===== config.mk =====
export PLATFORM = sky130hd
export DESIGN_NAME = skt_cell
export DESIGN_NICKNAME = d
export VERILOG_FILES = /design/src/hw/rtl/skt_pkg.sv /design/src/hw/rtl/skt_cell.sv
export SDC_FILE = /design/constraint.sdc
export NUM_CORES = 1
export LEC_CHECK = 0
export BUFFER_PORTS_ARGS = -buffer_cell sky130_fd_sc_hd__buf_4
export CORE_AREA = 2 2 105 107
export CTS_CLUSTER_SIZE = 25
export DETAILED_ROUTE_END_ITERATION = 8
export DIE_AREA = 0 0 107 109
export PLACE_DENSITY = 0.75
export SLEW_MARGIN = 10
export SYNTH_ARGS = -nofsm -noshare
export SYNTH_HDL_FRONTEND = slang
export SYNTH_SLANG_ARGS = --single-unit

===== constraint.sdc =====
create_clock -name i_clk -period 6.2 [get_ports i_clk]
set_input_delay 1.24 -clock i_clk [delete_from_list [all_inputs] [get_ports i_clk]]
set_output_delay 1.24 -clock i_clk [all_outputs]
set_load 0.02 [all_outputs]

===== src/hw/rtl/skt_pkg.sv =====
`timescale 1ns / 1ps
`default_nettype none

package skt_pkg;

    // table geometry
    localparam int CAPACITY   = 128;
    localparam int CNT_W      = $clog2(CAPACITY + 1);
    localparam int GRP_SIZE   = 16;
    localparam int NUM_GRP    = (CAPACITY + GRP_SIZE - 1) / GRP_SIZE;
    localparam int KEY_W      = 32;
    localparam int PAY_W      = 32;
    localparam int OUT_CNT_W  = 8;

    typedef logic signed [KEY_W-1:0] t_key;
    typedef logic [PAY_W-1:0]        t_pay;
    typedef logic [CNT_W-1:0]        t_count;

    // request operation codes
    typedef enum logic [1:0] {
        OP_INSERT = 2'd0,
        OP_REMOVE = 2'd1,
        OP_LOOKUP = 2'd2,
        OP_NOP    = 2'd3
    } t_op;

    // result status codes
    typedef enum logic [1:0] {
        STS_OK      = 2'd0,
        STS_FULL    = 2'd1,
        STS_EMPTY   = 2'd2,
        STS_MISSING = 2'd3
    } t_status;

    // request sequencer
    typedef enum logic [1:0] {
        ST_IDLE,
        ST_CMP,
        ST_GRP,
        ST_FIN
    } t_state;

    // controls broadcast to every cell
    typedef struct packed {
        logic cmp_en;
        logic ins_en;
        logic rem_en;
    } t_cell_ctrl;

endpackage

`default_nettype wire


===== src/hw/rtl/skt_cell.sv =====
`timescale 1ns / 1ps
`default_nettype none

module skt_cell (
    input  wire logic              i_clk,
    input  wire skt_pkg::t_cell_ctrl i_ctrl,
    input  wire logic              i_valid,
    input  wire skt_pkg::t_key     i_req_key,
    input  wire skt_pkg::t_pay     i_req_pay,
    input  wire logic              i_prev_less_now,
    input  wire logic              i_prev_less,
    input  wire skt_pkg::t_key     i_left_key,
    input  wire skt_pkg::t_pay     i_left_pay,
    input  wire skt_pkg::t_key     i_right_key,
    input  wire skt_pkg::t_pay     i_right_pay,
    output logic                   o_less_now,
    output logic                   o_less,
    output logic                   o_hit,
    output skt_pkg::t_key          o_key,
    output skt_pkg::t_pay          o_pay
);
    import skt_pkg::*;

    t_key r_key;
    t_pay r_pay;
    logic r_less;
    logic r_hit;

    // stored key below the request key
    assign o_less_now = i_valid && (r_key < i_req_key);

    // compare flags, then insert or remove shift
    always_ff @(posedge i_clk) begin
        if (i_ctrl.cmp_en) begin
            r_less <= o_less_now;
            r_hit  <= i_valid && (r_key == i_req_key) && !o_less_now && i_prev_less_now;
        end
        if (i_ctrl.ins_en) begin
            if (!r_less) begin
                if (i_prev_less) begin
                    r_key <= i_req_key;
                    r_pay <= i_req_pay;
                end else begin
                    r_key <= i_left_key;
                    r_pay <= i_left_pay;
                end
            end
        end else if (i_ctrl.rem_en) begin
            if (!r_less) begin
                r_key <= i_right_key;
                r_pay <= i_right_pay;
            end
        end
    end

    assign o_less = r_less;
    assign o_hit  = r_hit;
    assign o_key  = r_key;
    assign o_pay  = r_pay;

endmodule

`default_nettype wire


==> load_flow_metrics.sql <==
INSERT INTO impl_metrics (metric_group, metric, value, unit) VALUES
('timing', 'tns', '0', 'ns'),
('timing', 'timing_hold_violations_final', '0', ''),
('critical_path', 'cp_data_required_time', '4.96', 'ns'),
('power_and_ir_drop', 'leakage', '3.12', 'nW'),
('synth', 'share_of_cell_area_taken_by_muxes_after_synthesis', '0.155', ''),
('floorplan', 'initial_utilization', '0.390', ''),
('global_routing', 'maximum_number_of_pins_on_one_net_before_global_route_repair', '83', ''),
('drt', 'drt-pass1-iter-count', '4', ''),
('hold_path', 'path_class_of_the_lowest_slack_min_delay_path', 'register to register', ''),
('synth', 'synth_simple_gate_area_frac', '0.0983', ''),
('synth', 'ys_dominant_reg_cell', 'edfxtp_1', ''),
('floorplan', 'design.portCount', '266', ''),
('timing', 'finalSetupViolCount', '0', ''),
('floorplan', 'fp.dieH', '109', 'µm'),
('synth', 'synth_top_family_by_area', 'multiplexers', ''),
('place', 'placed_cell_area', '6230', 'µm²'),
('timing', 'final_max_slew_viol_count', '0', ''),
('critical_path', 'critPathCaptureType', 'primary output', ''),
('timing', 'relSlewSlack', '0.290', ''),
('drt', 'wire_per_inst', '14.4', 'µm'),
('power_and_ir_drop', 'max-vdd-ir-drop', '0.0976', 'mV'),
('synth', 'postSynthRegisterBits', '66', ''),
('hold_path', 'hold_depth', '1', ''),
('drt', 'drt_drc_violations_left', '0', ''),
('layout', 'final_layout_size_suffix_gt1_frac', '0.425', ''),
('critical_path', 'path_max_fanout', '5', ''),
('timing', 'layout_min_cycle_time', '4.33', 'ns'),
('clocking', 'tritoncts', 'built', ''),
('synth', 'synth_xor_xnor_area_share', '0', ''),
('timing', 'finClkSkew', '0.00922', 'ns'),
('synth', 'post-synth-top-count-cell', 'a21oi_1', ''),
('power_and_ir_drop', 'combPwrFrac', '0.313', ''),
('power_and_ir_drop', 'share_seq_of_total_power', '0.452', ''),
('critical_path', 'worst-r2r-setup-slack', '3.95', 'ns'),
('critical_path', 'reg2reg_from', 'o_key[31]', ''),
('critical_path', 'worst_r2r_path_depth', '6', ''),
('critical_path', 'worstSetupStartpointType', 'primary input', ''),
('synth', 'yosysUniqueCellTypes', '28', ''),
('timing', 'slew_at_the_pin_with_the_worst_max_slew_slack', '1.07', 'ns'),
('clocking', 'clockBufferDepth', '2', ''),
('floorplan', 'die_footprint', '11700', 'µm²'),
('layout', 'design_area', '6390', 'µm²'),
('synth', 'synth_warnings', '0', ''),
('global_routing', 'all_layer_gr_usage', '0.191', ''),
('synth', 'syn_std_cell_area', '4140', 'µm²'),
('timing', 'min_period_over_period', '0.699', ''),
('place', 'globalplace.congestion', '0.808', ''),
('layout', 'fin_nets', '890', ''),
('drt', 'antenna_violating_nets_post_route', '0', ''),
('place', 'dpl.hpwl', '9300', 'µm'),
('status', 'outcome', 'completed', ''),
('synth', 'async_reset_ff_frac', '0', ''),
('clocking', 'cts_max_level', '3', ''),
('place', 'io_buffer_count', '265', ''),
('power_and_ir_drop', 'power_density', '197', 'nW/µm²'),
('synth', 'yosys-top-cells-area', 'edfxtp_1, mux2i_1, ha_1', ''),
('global_routing', 'number_of_antenna_violations_at_the_first_check_in_global_routing', '0', ''),
('timing', 'timing.hold.ws', '0.779', 'ns'),
('global_routing', 'grt_pass1_wl', '17300', 'µm'),
('hold_path', 'worst_hold_startpoint', 'o_less', ''),
('timing', 'max_freq', '231', 'MHz'),
('synth', 'synth_sequential_area_ratio', '0.479', ''),
('synth', 'yosysTopAreaCellShare', '0.479', ''),
('synth', 'synthesis.area_per_instance', '10.3', 'µm²'),
('power_and_ir_drop', 'cellInternalPower', '0.000887', 'W'),
('global_routing', 'grt_pass1_vias', '3850', ''),
('synth', 'synth_compound_area_frac', '0.120', ''),
('synth', 'post_synth_fa_ha_maj_area_fraction', '0.0968', ''),
('hold_path', 'end_point_of_the_worst_hold_path', 'o_key[24]', ''),
('power_and_ir_drop', 'switching_share', '0.297', ''),
('place', 'detailedPlace.worstSlack', '1.88', 'ns');
-- final cells by class --
cell class	instances	area, µm²
clock inverters	5	21.3
well taps	140	175
fillers	903	4220
repair buffers	267	2000
clock buffers	11	131
flip-flops and latches	66	1980
multi-input cells	282	1950
inverters	33	124
-- cells by family (layout without fill, tap and decap cells) --
logic type	after synthesis	in the layout
multiplexers	64	64
flip-flops	66	66
buffers and inverters	54	316
AO/OA/AOI/OAI	93	93
AND/OR/NAND/NOR	93	93
adder cells (fa/ha/maj)	32	32
-- state kept, by name (all words and copies together) (netlist names) --
register / cells
o_key: 32
o_pay: 32
o_hit: 1
o_less: 1
-- placed cells by master (no fill, tap or decap), types with 3 or more instances in the layout --
cell      count
nand4_1       5
buf_4       267
clkinv_1      3
ha_1         32
inv_1        33
clkbuf_8      9
mux2i_1      64
nor2_1       66
nand3_1       4
a21oi_1      79
edfxtp_1     66
nand2_1       8
-- per-layer routing --
metal	GRT usage	wire length (µm)
met4	0.109	426
met2	0.347	6060
met5	0	0
met3	0.0412	822
met1	0.207	4290
-- worst max-delay path by stage --
stage / end / slack (ns) / startpoint
2_1_floorplan: o_key[0] / 1.18 / i_ctrl[1]
3_3_place_gp: o_less_now / 2.00 / i_req_key[31]
3_5_place_dp: o_less_now / 1.88 / i_req_key[31]
4_1_cts: o_less_now / 1.88 / i_req_key[31]
5_1_grt: o_less_now / 1.69 / i_req_key[31]
6_report: o_less_now / 1.87 / i_req_key[31]
-- worst max-delay path, cell delays in order --
cell,delay [ns]
buf_4,0.09
inv_1,0.04
ha_1,0.36
nand4_2,0.17
nor3_1,0.07
a21oi_1,0.15
nor3b_1,0.37
nand2_1,0.15
o21ai_0,0.26
buf_4,0.20
-- power groups by stage --
stage | sequential [W] | clock [W] | combinational [W]
global placement | 0.000577 | 0 | 0.000389
CTS | 0.000570 | 0.000308 | 0.000398
floorplan | 0.000635 | 0 | 0.000140
finish | 0.000570 | 0.000297 | 0.000394
global route | 0.000574 | 0.000324 | 0.000429
detailed placement | 0.000579 | 0 | 0.000396
-- stage by stage --
stage	instances	total power, W
2_1_floorplan	402	0.000775
3_3_place_gp	788	0.000967
3_5_place_dp	788	0.000975
4_1_cts	804	0.00128
5_1_grt	804	0.00133
6_report	804	0.00126
No activity file was read; power rests on OpenSTA's default activity.
